$ cat src/jacm_pkg.sv
// Shared constants and register codes for the joystick axis calibrated map.
package jacm_pkg;

  localparam int SAMPLE_BITS_DEFAULT = 12;
  localparam int OUT_BITS = 8;
  localparam int CFG_INDEX_BITS = 3;
  localparam int CFG_DATA_BITS = 12;

  // Register indexes on the configuration channel.
  localparam logic [CFG_INDEX_BITS-1:0] REG_MODE        = 3'd0;
  localparam logic [CFG_INDEX_BITS-1:0] REG_EDGE_LOW    = 3'd1;
  localparam logic [CFG_INDEX_BITS-1:0] REG_CENTER_LOW  = 3'd2;
  localparam logic [CFG_INDEX_BITS-1:0] REG_CENTER_HIGH = 3'd3;
  localparam logic [CFG_INDEX_BITS-1:0] REG_EDGE_HIGH   = 3'd4;
  localparam logic [CFG_INDEX_BITS-1:0] REG_OUT_MIN     = 3'd5;
  localparam logic [CFG_INDEX_BITS-1:0] REG_OUT_MAX     = 3'd6;

  // Operating modes.
  localparam logic [1:0] MODE_TRACK  = 2'd0;
  localparam logic [1:0] MODE_CENTER = 2'd1;
  localparam logic [1:0] MODE_EDGE   = 2'd2;

  // Register reset values.
  localparam logic [CFG_DATA_BITS-1:0] EDGE_LOW_RESET    = 12'd0;
  localparam logic [CFG_DATA_BITS-1:0] CENTER_LOW_RESET  = 12'd2000;
  localparam logic [CFG_DATA_BITS-1:0] CENTER_HIGH_RESET = 12'd2095;
  localparam logic [CFG_DATA_BITS-1:0] EDGE_HIGH_RESET   = 12'd4095;
  localparam logic [OUT_BITS-1:0]      OUT_MIN_RESET     = 8'd48;
  localparam logic [OUT_BITS-1:0]      OUT_MAX_RESET     = 8'd111;

  // Smallest half width of the centre window, and the proposal margin.
  localparam int MIN_HALF = 32;
  localparam int MARGIN = 4;

endpackage

$ cat src/jacm_if.sv
// Handshake interfaces for samples, results and configuration writes.
interface jacm_in_if #(
  parameter int SAMPLE_BITS = jacm_pkg::SAMPLE_BITS_DEFAULT
);
  logic                   valid;
  logic                   ready;
  logic [SAMPLE_BITS-1:0] sample;
  logic                   restart;

  modport source (output valid, output sample, output restart, input ready);
  modport sink (input valid, input sample, input restart, output ready);
endinterface

interface jacm_out_if #(
  parameter int SAMPLE_BITS = jacm_pkg::SAMPLE_BITS_DEFAULT
);
  logic                          valid;
  logic                          ready;
  logic [jacm_pkg::OUT_BITS-1:0] position;
  logic                          moved;
  logic [SAMPLE_BITS-1:0]        seen_min;
  logic [SAMPLE_BITS-1:0]        seen_max;
  logic                          proposal_valid;
  logic [SAMPLE_BITS-1:0]        proposed_low;
  logic [SAMPLE_BITS-1:0]        proposed_high;

  modport source (output valid, output position, output moved, output seen_min,
                  output seen_max, output proposal_valid, output proposed_low,
                  output proposed_high, input ready);
  modport sink (input valid, input position, input moved, input seen_min,
                input seen_max, input proposal_valid, input proposed_low,
                input proposed_high, output ready);
endinterface

interface jacm_cfg_if;
  logic                                valid;
  logic                                ready;
  logic [jacm_pkg::CFG_INDEX_BITS-1:0] index;
  logic [jacm_pkg::CFG_DATA_BITS-1:0]  data;

  modport source (output valid, output index, output data, input ready);
  modport sink (input valid, input index, input data, output ready);
endinterface

$ cat src/jacm_div.sv
// Restoring serial divider giving an OUT_BITS quotient, one bit per cycle.
module jacm_div #(
  parameter int DEN_BITS = jacm_pkg::SAMPLE_BITS_DEFAULT
) (
  input  logic                                   clk,
  input  logic                                   rst,
  input  logic                                   start,
  input  logic [DEN_BITS+jacm_pkg::OUT_BITS-1:0] num,
  input  logic [DEN_BITS-1:0]                    den,
  output logic                                   done,
  output logic [jacm_pkg::OUT_BITS-1:0]          quo
);

  localparam int QB = jacm_pkg::OUT_BITS;
  localparam int CNT_BITS = (QB > 1) ? $clog2(QB) : 1;

  logic                busy;
  logic [CNT_BITS-1:0] cnt;
  logic [DEN_BITS-1:0] rem;
  logic [DEN_BITS-1:0] den_q;
  logic [QB-1:0]       low;
  logic [DEN_BITS:0]   trial;
  logic                fits;
  logic [DEN_BITS:0]   diff;

  // The caller guarantees the quotient fits, so the upper numerator bits
  // already sit below the divisor and only the low bits need stepping.
  assign trial = {rem, low[QB-1]};
  assign fits  = trial >= {1'b0, den_q};
  assign diff  = trial - {1'b0, den_q};
  assign quo   = low;

  always_ff @(posedge clk) begin
    if (rst) begin
      busy <= 1'b0;
      done <= 1'b0;
      cnt  <= '0;
    end else begin
      if (start) begin
        done  <= 1'b0;
        busy  <= 1'b1;
        cnt   <= '0;
        rem   <= num[DEN_BITS+QB-1:QB];
        low   <= num[QB-1:0];
        den_q <= den;
      end else if (busy) begin
        rem  <= fits ? diff[DEN_BITS-1:0] : trial[DEN_BITS-1:0];
        low  <= {low[QB-2:0], fits};
        cnt  <= cnt + 1'b1;
        done <= (cnt == CNT_BITS'(QB - 1));
        if (cnt == CNT_BITS'(QB - 1)) begin
          busy <= 1'b0;
        end
      end else begin
        done <= 1'b0;
      end
    end
  end

  a_start_busy: assert property (@(posedge clk) disable iff (rst) start |=> busy)
    else $error("divider did not start");
  a_rem_below: assert property (@(posedge clk) disable iff (rst) busy |-> rem < den_q)
    else $error("divider remainder not below divisor");
  a_done_idle: assert property (@(posedge clk) disable iff (rst) done |-> !busy)
    else $error("divider done while still busy");

endmodule

$ cat src/joystick_axis_calibrated_map.sv
// Top level of the joystick axis calibrated map: sequencer, tracking and output register.
//
// One instance serves one joystick axis. Each request on the samples channel carries a
// raw ADC sample and a restart flag; restart begins new min/max tracking with that sample.
// Each sample gives exactly one request on the results channel: the mapped position, a
// moved flag, the smallest and largest samples since restart and, in the calibration
// modes, proposed new calibration limits.
// Configuration writes go through the cfg channel, which is always ready; the register
// index follows the order mode, edge_low, center_low, center_high, edge_high, out_min,
// out_max, and other indexes are ignored. Write only while no sample is in flight.
// Sequencing: the block takes one sample at a time. A sample that lands in the dead zone or
// beyond a segment end is done without the divider; one that needs the linear
// interpolation waits on the serial divider, which yields one quotient bit per cycle over
// the 8 bits of the position.
// The result sits in an output register, so a stalled receiver does not stop the next
// sample being accepted; only its final write waits until the earlier result is taken.
// Reset (synchronous, active high) restores the register defaults, clears the tracking
// state and empties the output register.
module joystick_axis_calibrated_map #(
  parameter int SAMPLE_BITS = jacm_pkg::SAMPLE_BITS_DEFAULT
) (
  input  logic clk,
  input  logic rst,
  jacm_in_if.sink    samples,
  jacm_out_if.source results,
  jacm_cfg_if.sink   cfg
);

  localparam int SB = SAMPLE_BITS;
  localparam int OB = jacm_pkg::OUT_BITS;
  localparam int CB = jacm_pkg::CFG_DATA_BITS;
  localparam logic [SB-1:0] SAMPLE_MAX = {SB{1'b1}};

  typedef enum logic [2:0] {
    S_IDLE,
    S_CTR,
    S_WIN,
    S_MUL,
    S_DIV,
    S_DONE
  } state_t;

  // Configuration registers, stored as written.
  logic [1:0]    mode;
  logic [CB-1:0] edge_low;
  logic [CB-1:0] center_low;
  logic [CB-1:0] center_high;
  logic [CB-1:0] edge_high;
  logic [OB-1:0] out_min;
  logic [OB-1:0] out_max;

  assign cfg.ready = 1'b1;

  always_ff @(posedge clk) begin
    if (rst) begin
      mode        <= jacm_pkg::MODE_TRACK;
      edge_low    <= jacm_pkg::EDGE_LOW_RESET;
      center_low  <= jacm_pkg::CENTER_LOW_RESET;
      center_high <= jacm_pkg::CENTER_HIGH_RESET;
      edge_high   <= jacm_pkg::EDGE_HIGH_RESET;
      out_min     <= jacm_pkg::OUT_MIN_RESET;
      out_max     <= jacm_pkg::OUT_MAX_RESET;
    end else if (cfg.valid) begin
      case (cfg.index)
        jacm_pkg::REG_MODE:        mode        <= cfg.data[1:0];
        jacm_pkg::REG_EDGE_LOW:    edge_low    <= cfg.data;
        jacm_pkg::REG_CENTER_LOW:  center_low  <= cfg.data;
        jacm_pkg::REG_CENTER_HIGH: center_high <= cfg.data;
        jacm_pkg::REG_EDGE_HIGH:   edge_high   <= cfg.data;
        jacm_pkg::REG_OUT_MIN:     out_min     <= cfg.data[OB-1:0];
        jacm_pkg::REG_OUT_MAX:     out_max     <= cfg.data[OB-1:0];
        default: ;
      endcase
    end
  end

  // The calibration registers are brought to the sample width: truncated when the
  // sample is narrower, zero-extended when it is wider.
  logic [SB+CB-1:0] el_ext, cl_ext, ch_ext, eh_ext;
  logic [SB-1:0]    el, cl, ch, eh;
  logic [OB-1:0]    olo, ohi;
  logic             center_mode;

  assign el_ext = {{SB{1'b0}}, edge_low};
  assign cl_ext = {{SB{1'b0}}, center_low};
  assign ch_ext = {{SB{1'b0}}, center_high};
  assign eh_ext = {{SB{1'b0}}, edge_high};
  assign el = el_ext[SB-1:0];
  assign cl = cl_ext[SB-1:0];
  assign ch = ch_ext[SB-1:0];
  assign eh = eh_ext[SB-1:0];

  // A reversed output range collapses onto out_min; mode 3 behaves as track mode.
  assign olo = out_min;
  assign ohi = (out_max < out_min) ? out_min : out_max;
  assign center_mode = (mode == jacm_pkg::MODE_CENTER);

  state_t        state;
  logic [SB-1:0] s_q;
  logic          has_sample;
  logic [SB-1:0] track_min;
  logic [SB-1:0] track_max;
  logic [OB-1:0] last_position;
  logic          shown;

  logic [SB-1:0] center;
  logic [SB-1:0] half;
  logic [OB-1:0] mid;
  logic [SB-1:0] seg_lo;
  logic [SB-1:0] seg_hi;
  logic [OB-1:0] seg_olo;
  logic [OB-1:0] seg_ohi;
  logic          dead;
  logic [OB-1:0] pos;

  // Centre-window arithmetic.
  logic [SB:0]   ctr_sum;
  logic [SB-1:0] dz_width;
  logic [SB:0]   win_top;
  logic [OB-1:0] out_span;

  assign ctr_sum  = {1'b0, cl} + {1'b0, ch};
  assign dz_width = ch - cl;
  assign win_top  = {1'b0, center} + {1'b0, half};
  assign out_span = ohi - olo;

  // Interpolation for a sample strictly inside its segment.
  logic [SB-1:0]    seg_off;
  logic [SB-1:0]    seg_len;
  logic [OB-1:0]    seg_span;
  logic [SB+OB-1:0] product;
  logic             div_start;
  logic             div_done;
  logic [OB-1:0]    div_quo;

  assign seg_off   = s_q - seg_lo;
  assign seg_len   = seg_hi - seg_lo;
  assign seg_span  = seg_ohi - seg_olo;
  assign product   = seg_off * seg_span;
  assign div_start = (state == S_MUL) && !dead && (s_q > seg_lo) && (s_q < seg_hi);

  jacm_div #(
    .DEN_BITS(SB)
  ) u_div (
    .clk   (clk),
    .rst   (rst),
    .start (div_start),
    .num   (product),
    .den   (seg_len),
    .done  (div_done),
    .quo   (div_quo)
  );

  // Proposals from the extremes seen so far, with the margin in centre mode.
  logic [SB-1:0] prop_lo;
  logic [SB-1:0] prop_hi;
  logic          prop_valid;

  always_comb begin
    prop_valid = 1'b0;
    prop_lo    = '0;
    prop_hi    = '0;
    case (mode)
      jacm_pkg::MODE_CENTER: begin
        prop_valid = 1'b1;
        prop_lo = (track_min > SB'(jacm_pkg::MARGIN)) ?
                  track_min - SB'(jacm_pkg::MARGIN) : '0;
        prop_hi = (track_max < SAMPLE_MAX - SB'(jacm_pkg::MARGIN)) ?
                  track_max + SB'(jacm_pkg::MARGIN) : SAMPLE_MAX;
      end
      jacm_pkg::MODE_EDGE: begin
        prop_valid = 1'b1;
        prop_lo = track_min;
        prop_hi = track_max;
      end
      default: ;
    endcase
  end

  logic in_take;
  logic out_free;

  assign samples.ready = (state == S_IDLE);
  assign in_take  = samples.valid && samples.ready;
  assign out_free = !results.valid || results.ready;

  always_ff @(posedge clk) begin
    if (rst) begin
      state         <= S_IDLE;
      has_sample    <= 1'b0;
      track_min     <= '0;
      track_max     <= '0;
      last_position <= '0;
      shown         <= 1'b0;
      results.valid <= 1'b0;
    end else begin
      // A new result loaded in the same cycle takes the place of the one just taken.
      if (results.valid && results.ready && !(state == S_DONE && out_free)) begin
        results.valid <= 1'b0;
      end
      case (state)
        S_IDLE: begin
          if (in_take) begin
            s_q <= samples.sample;
            if (samples.restart || !has_sample) begin
              has_sample <= 1'b1;
              track_min  <= samples.sample;
              track_max  <= samples.sample;
            end else begin
              if (samples.sample < track_min) track_min <= samples.sample;
              if (samples.sample > track_max) track_max <= samples.sample;
            end
            if (samples.restart) begin
              shown         <= 1'b0;
              last_position <= '0;
            end
            state <= S_CTR;
          end
        end
        S_CTR: begin
          // Window half width: the dead-zone width, but never below the minimum.
          center <= ctr_sum[SB:1];
          half   <= (ch >= cl && dz_width >= SB'(jacm_pkg::MIN_HALF)) ?
                    dz_width : SB'(jacm_pkg::MIN_HALF);
          mid    <= olo + (out_span >> 1);
          state  <= S_WIN;
        end
        S_WIN: begin
          if (center_mode) begin
            dead    <= 1'b0;
            seg_lo  <= (center > half) ? center - half : '0;
            seg_hi  <= (win_top <= {1'b0, SAMPLE_MAX}) ? win_top[SB-1:0] : SAMPLE_MAX;
            seg_olo <= olo;
            seg_ohi <= ohi;
          end else if (s_q <= cl) begin
            dead    <= 1'b0;
            seg_lo  <= el;
            seg_hi  <= cl;
            seg_olo <= olo;
            seg_ohi <= mid;
          end else if (s_q >= ch) begin
            dead    <= 1'b0;
            seg_lo  <= ch;
            seg_hi  <= eh;
            seg_olo <= mid;
            seg_ohi <= ohi;
          end else begin
            dead <= 1'b1;
          end
          state <= S_MUL;
        end
        S_MUL: begin
          // The low end is tested first: in an empty or reversed segment a sample at or below
          // its low end gives the low output, and any other sample gives the high output.
          if (dead) begin
            pos   <= mid;
            state <= S_DONE;
          end else if (s_q <= seg_lo) begin
            pos   <= seg_olo;
            state <= S_DONE;
          end else if (s_q >= seg_hi) begin
            pos   <= seg_ohi;
            state <= S_DONE;
          end else begin
            state <= S_DIV;
          end
        end
        S_DIV: begin
          if (div_done) begin
            pos   <= seg_olo + div_quo;
            state <= S_DONE;
          end
        end
        S_DONE: begin
          if (out_free) begin
            results.valid          <= 1'b1;
            results.position       <= pos;
            results.moved          <= !(shown && last_position == pos);
            results.seen_min       <= track_min;
            results.seen_max       <= track_max;
            results.proposal_valid <= prop_valid;
            results.proposed_low   <= prop_lo;
            results.proposed_high  <= prop_hi;
            last_position          <= pos;
            shown                  <= 1'b1;
            state                  <= S_IDLE;
          end
        end
        default: state <= S_IDLE;
      endcase
    end
  end

  a_busy_after_take: assert property (@(posedge clk) disable iff (rst)
    in_take |=> !samples.ready)
    else $error("sample accepted while a previous one was in flight");
  a_track_order: assert property (@(posedge clk) disable iff (rst)
    has_sample |-> track_min <= track_max)
    else $error("tracked minimum above tracked maximum");
  a_div_in_step: assert property (@(posedge clk) disable iff (rst)
    div_done |-> state == S_DIV)
    else $error("divider finished outside the divide step");

endmodule
$ cat src/flat_wrapper.sv
// flat-port wrapper written by rule: the top's interface ports become plain ports
module joystick_axis_calibrated_map_flat 
#(
  parameter int SAMPLE_BITS = jacm_pkg::SAMPLE_BITS_DEFAULT
)
  (clk, rst, samples_valid, samples_sample, samples_restart, samples_ready, results_valid, results_position, results_moved, results_seen_min, results_seen_max, results_proposal_valid, results_proposed_low, results_proposed_high, results_ready, cfg_valid, cfg_index, cfg_data, cfg_ready);
  jacm_in_if #(.SAMPLE_BITS(SAMPLE_BITS)) samples_i ();
  jacm_out_if #(.SAMPLE_BITS(SAMPLE_BITS)) results_i ();
  jacm_cfg_if cfg_i ();
  input  logic clk;
  input  logic rst;
  input wire logic [$bits(samples_i.valid)-1:0] samples_valid;
  input wire logic [$bits(samples_i.sample)-1:0] samples_sample;
  input wire logic [$bits(samples_i.restart)-1:0] samples_restart;
  output wire logic [$bits(samples_i.ready)-1:0] samples_ready;
  output wire logic [$bits(results_i.valid)-1:0] results_valid;
  output wire logic [$bits(results_i.position)-1:0] results_position;
  output wire logic [$bits(results_i.moved)-1:0] results_moved;
  output wire logic [$bits(results_i.seen_min)-1:0] results_seen_min;
  output wire logic [$bits(results_i.seen_max)-1:0] results_seen_max;
  output wire logic [$bits(results_i.proposal_valid)-1:0] results_proposal_valid;
  output wire logic [$bits(results_i.proposed_low)-1:0] results_proposed_low;
  output wire logic [$bits(results_i.proposed_high)-1:0] results_proposed_high;
  input wire logic [$bits(results_i.ready)-1:0] results_ready;
  input wire logic [$bits(cfg_i.valid)-1:0] cfg_valid;
  input wire logic [$bits(cfg_i.index)-1:0] cfg_index;
  input wire logic [$bits(cfg_i.data)-1:0] cfg_data;
  output wire logic [$bits(cfg_i.ready)-1:0] cfg_ready;
  assign samples_i.valid = samples_valid;
  assign samples_i.sample = samples_sample;
  assign samples_i.restart = samples_restart;
  assign samples_ready = samples_i.ready;
  assign results_valid = results_i.valid;
  assign results_position = results_i.position;
  assign results_moved = results_i.moved;
  assign results_seen_min = results_i.seen_min;
  assign results_seen_max = results_i.seen_max;
  assign results_proposal_valid = results_i.proposal_valid;
  assign results_proposed_low = results_i.proposed_low;
  assign results_proposed_high = results_i.proposed_high;
  assign results_i.ready = results_ready;
  assign cfg_i.valid = cfg_valid;
  assign cfg_i.index = cfg_index;
  assign cfg_i.data = cfg_data;
  assign cfg_ready = cfg_i.ready;
  joystick_axis_calibrated_map #(.SAMPLE_BITS(SAMPLE_BITS)) u_core (.clk(clk), .rst(rst), .samples(samples_i), .results(results_i), .cfg(cfg_i));
endmodule
$ cat config.mk
export PLATFORM = sky130hd
export DESIGN_NAME = joystick_axis_calibrated_map_flat
export DESIGN_NICKNAME = d
export VERILOG_FILES = /design/src/jacm_pkg.sv /design/src/jacm_if.sv /design/src/jacm_div.sv /design/src/joystick_axis_calibrated_map.sv /design/src/flat_wrapper.sv
export SDC_FILE = /design/constraint.sdc
export NUM_CORES = 1
export LEC_CHECK = 0
export BUFFER_PORTS_ARGS = -buffer_cell sky130_fd_sc_hd__buf_2
export CORE_MARGIN = 2
export CORE_UTILIZATION = 55
export CTS_BUF_LIST = sky130_fd_sc_hd__clkbuf_16
export CTS_CLUSTER_SIZE = 25
export DETAILED_ROUTE_END_ITERATION = 10
export PLACE_DENSITY_LB_ADDON = 0.1
export REMOVE_ABC_BUFFERS = 1
export SETUP_SLACK_MARGIN = 0.2
export SYNTH_ARGS = -nofsm -noshare
export SYNTH_HDL_FRONTEND = slang
export SYNTH_SLANG_ARGS = --single-unit
$ cat constraint.sdc
create_clock -name clk -period 19.22 [get_ports clk]
set_clock_uncertainty 0.05 [all_clocks]
set_input_delay 3.844 -clock clk [delete_from_list [all_inputs] [get_ports clk]]
set_output_delay 3.844 -clock clk [all_outputs]
set_load 0.005 [all_outputs]
==> flow_summary_export.csv <==
group,metric,value,unit
clock_tree,cts_tree,"done",
critical_path,worst_path_most_repeated_cell,"fa_1",
global_route,grtUsageMet3,5.09,%
drt,via_count,16521,
drt,drtIter0Drc,1061,
timing,min_period,7220,ps
cells_and_area,area_growth,9.23,%
die,die_area,0.0401,mm2
die,fp-row-count,71,
die,design.portCount,94,
pwr,ir_drop,0.0000911,V
clock_tree,clk_latency,550,ps
clock_tree,cts_sinks,292,
global_route,antenna_found_initial,9,
timing,finalMaxSlewViolations,0,
placement,hpwlAfterDp,41500,um
timing,clock.fmax,139,MHz
cells_and_area,stdcell_count,2843,
global_route,use_met2,44.8,%
die,core,0.0378,mm2
drt,drt-total-wl,54800,um
critical_path,worstSetupPathType,"reg -> reg",
clock_tree,cts-resized-gates,0,
timing,worst_pin_slew,1160,ps
clock_tree,holdBufCountCts,0,
timing,finalHoldWorstSlack,394,ps
synth,synth_edf_count,183,
timing,totalNegativeSetupSlack,0,ps
synth,synth_cells,2237,
pwr,leakage,9.91,nW
global_route,grt_pass1_wl,86600,um
drt,via_per_inst,5.81,
run,cap_violations,0,
critical_path,critPathArrivalTime,7440,ps
drt,route.detailed.drc,0,
synth,ys_ff_latch,292,
synth,ys_seq_area_share,36.2,%
cells_and_area,final_common_cell,"inv_1",
timing,grt_setup_unrepaired,"no",
global_route,grt_usage,27.2,%
die,fp.dieH,200,um
outcome,status,"finished clean",
placement,place_inst,2778,
synth,syn_avg_cell_area,9.47,um2
drt,avgRoutedWirePerCell,19.3,um
clock_tree,cts.clk_slew.worst_paths,60,ps
critical_path,worst-path-max-fanout,12,
global_route,grt_pass1_vias,16214,
critical_path,cp_slowest_cell,"xor2_1",
die,die-width,200,um
synth,netlist_area,0.0212,mm2
critical_path,crit_path_start_kind,"flip-flop",
clock_tree,postCtsSetupBuffers,0,
clock_tree,htreeDepth,2,
synth,yosysUniqueCellTypes,76,
cells_and_area,nets,2632,
synth,yosys_warnings,0,
critical_path,cp-end-kind,"flip-flop",
drt,antenna_left,0,
timing,min_period_over_period,37.5,%
clock_tree,cts_buffers,34,
placement,gp_congestion,0.936,
timing,fin_ws,12000,ps
cells_and_area,final_cell_mix,"inv_1, ha_1, nor2_1, edfxtp_1, nand2_1",
timing,hold_viol,0,
placement,io_buffers,92,
cells_and_area,drive_above_1_share,10.2,%
synth,ys.flop_type,"edfxtp_1",
critical_path,cpPeakStageDelay,770,ps
hold_path,hp-class,"reg -> reg",
global_route,grt.met1_usage,35.3,%
global_route,grt_max_degree,64,
clock_tree,clockRootBuffer,"clkbuf_16",
critical_path,required,19440,ps
global_route,grt-busiest-layer,"met2",
placement,pre_cts_slack,12050,ps
timing,relSlewSlack,22.4,%
synth,async_flop_share,0,%
timing,setup-violations-final,0,
drt,drtPass1Iterations,5,
die,start_util,56.1,%
clock_tree,cts_buffer_depth,3,
pwr,p_per_area,96.3,mW/mm2
global_route,grt_overflow,0,
-- registers in the layout (all words and copies together), names as in the netlist, 12 cells and up --
| signal | count |
|---|---|
| u_core.u_div.den_q | 12 |
| u_core.edge_low | 12 |
| u_core.results.seen_min | 12 |
| u_core.center | 12 |
| u_core.s_q | 12 |
| u_core.results.seen_max | 12 |
| u_core.center_low | 12 |
| u_core.seg_lo | 12 |
| u_core.results.proposed_high | 12 |
| u_core.track_min | 12 |
| u_core.center_high | 12 |
| u_core.track_max | 12 |
| u_core.half | 12 |
| u_core.edge_high | 12 |
| u_core.results.proposed_low | 12 |
| u_core.seg_hi | 12 |
| u_core.u_div.rem | 12 |
-- layer usage --
metal	vias up	share of wire, %
li1	7969	-
met1	7971	44
met2	458	47
met3	115	5.4
met4	8	4.0
met5	-	0.10
-- kinds of logic after synthesis --
kind of cell	Yosys count	synth area share [%]
AOI/OAI and AO/OA	466	14.3
xor gates and xnor gates	108	4.47
adders and majority gates	296	20.0
buffers and inverters	312	5.79
DFF	292	36.2
muxes	78	3.83
other	1	0.0177
and+or+nand+nor	684	15.3
-- path summary, 6_finish.rpt --
path	from	endpoint	slack, ps	depth (start not counted)
max	u_core.seg_ohi[0]	u_core.u_div.rem[9]	12000	25
min	u_core.has_sample	u_core.has_sample	390	2
max reg2reg	u_core.seg_ohi[0]	u_core.u_div.rem[9]	12000	25
min reg2reg	u_core.has_sample	u_core.has_sample	390	2
-- per-stage QoR --
stage	area, um2	power (mW)	util (%)
after floorplan	20800	1.40	-
final	23100	2.23	61.3
after CTS	23100	2.25	61.3
after global placement	22100	1.61	58.6
after global routing	23100	2.40	61.3
after detailed placement	22100	1.63	58.6
-- critical path: cells and delay by family, from the launching register on --
kind | cells | cell delay [ps]
fa+ha+maj | 7 | 2980
simple gates | 4 | 600
buf+inv | 4 | 230
xor+xnor | 2 | 960
compound gates | 8 | 1700
flops | 1 | 390
-- where the power goes --
group	switching, mW	leakage, nW	internal [mW]
Combinational	0.546	6.82	0.370
Sequential	0.0202	2.55	0.689
Clock	0.266	0.545	0.338
Total	0.832	9.91	1.40
-- cells in the mapped netlist, types with 29 or more instances --
cell type / count / share of area [%]
a21o_1: 33 / 1.2
a21oi_1: 145 / 3.4
clkbuf_1: 55 / 0.97
dfxtp_1: 109 / 10
edfxtp_1: 183 / 26
fa_1: 71 / 6.7
ha_1: 225 / 13
inv_1: 231 / 4.1
mux2i_1: 54 / 2.6
nand2_1: 175 / 3.1
nand3_1: 29 / 0.69
nor2_1: 222 / 3.9
nor2b_1: 49 / 1.4
nor3_1: 54 / 1.3
o21ai_0: 80 / 1.9
or2_2: 31 / 0.92
xnor2_1: 59 / 2.4
xor2_1: 49 / 2.0
-- layout make-up --
| cell class | count | area, um2 |
|---|---|---|
| Timing Repair Buffer | 111 | 606 |
| Antenna cell | 4 | 10.0 |
| Clock buffer | 34 | 851 |
| Inverter | 231 | 867 |
| Clock inverter | 27 | 168 |
| Sequential cell | 292 | 7680 |
| Tap cell | 511 | 639 |
| Fill cell | 3247 | 14600 |
| Multi-Input combinational cell | 1633 | 12300 |
No activity file was read; power rests on OpenSTA's default activity.
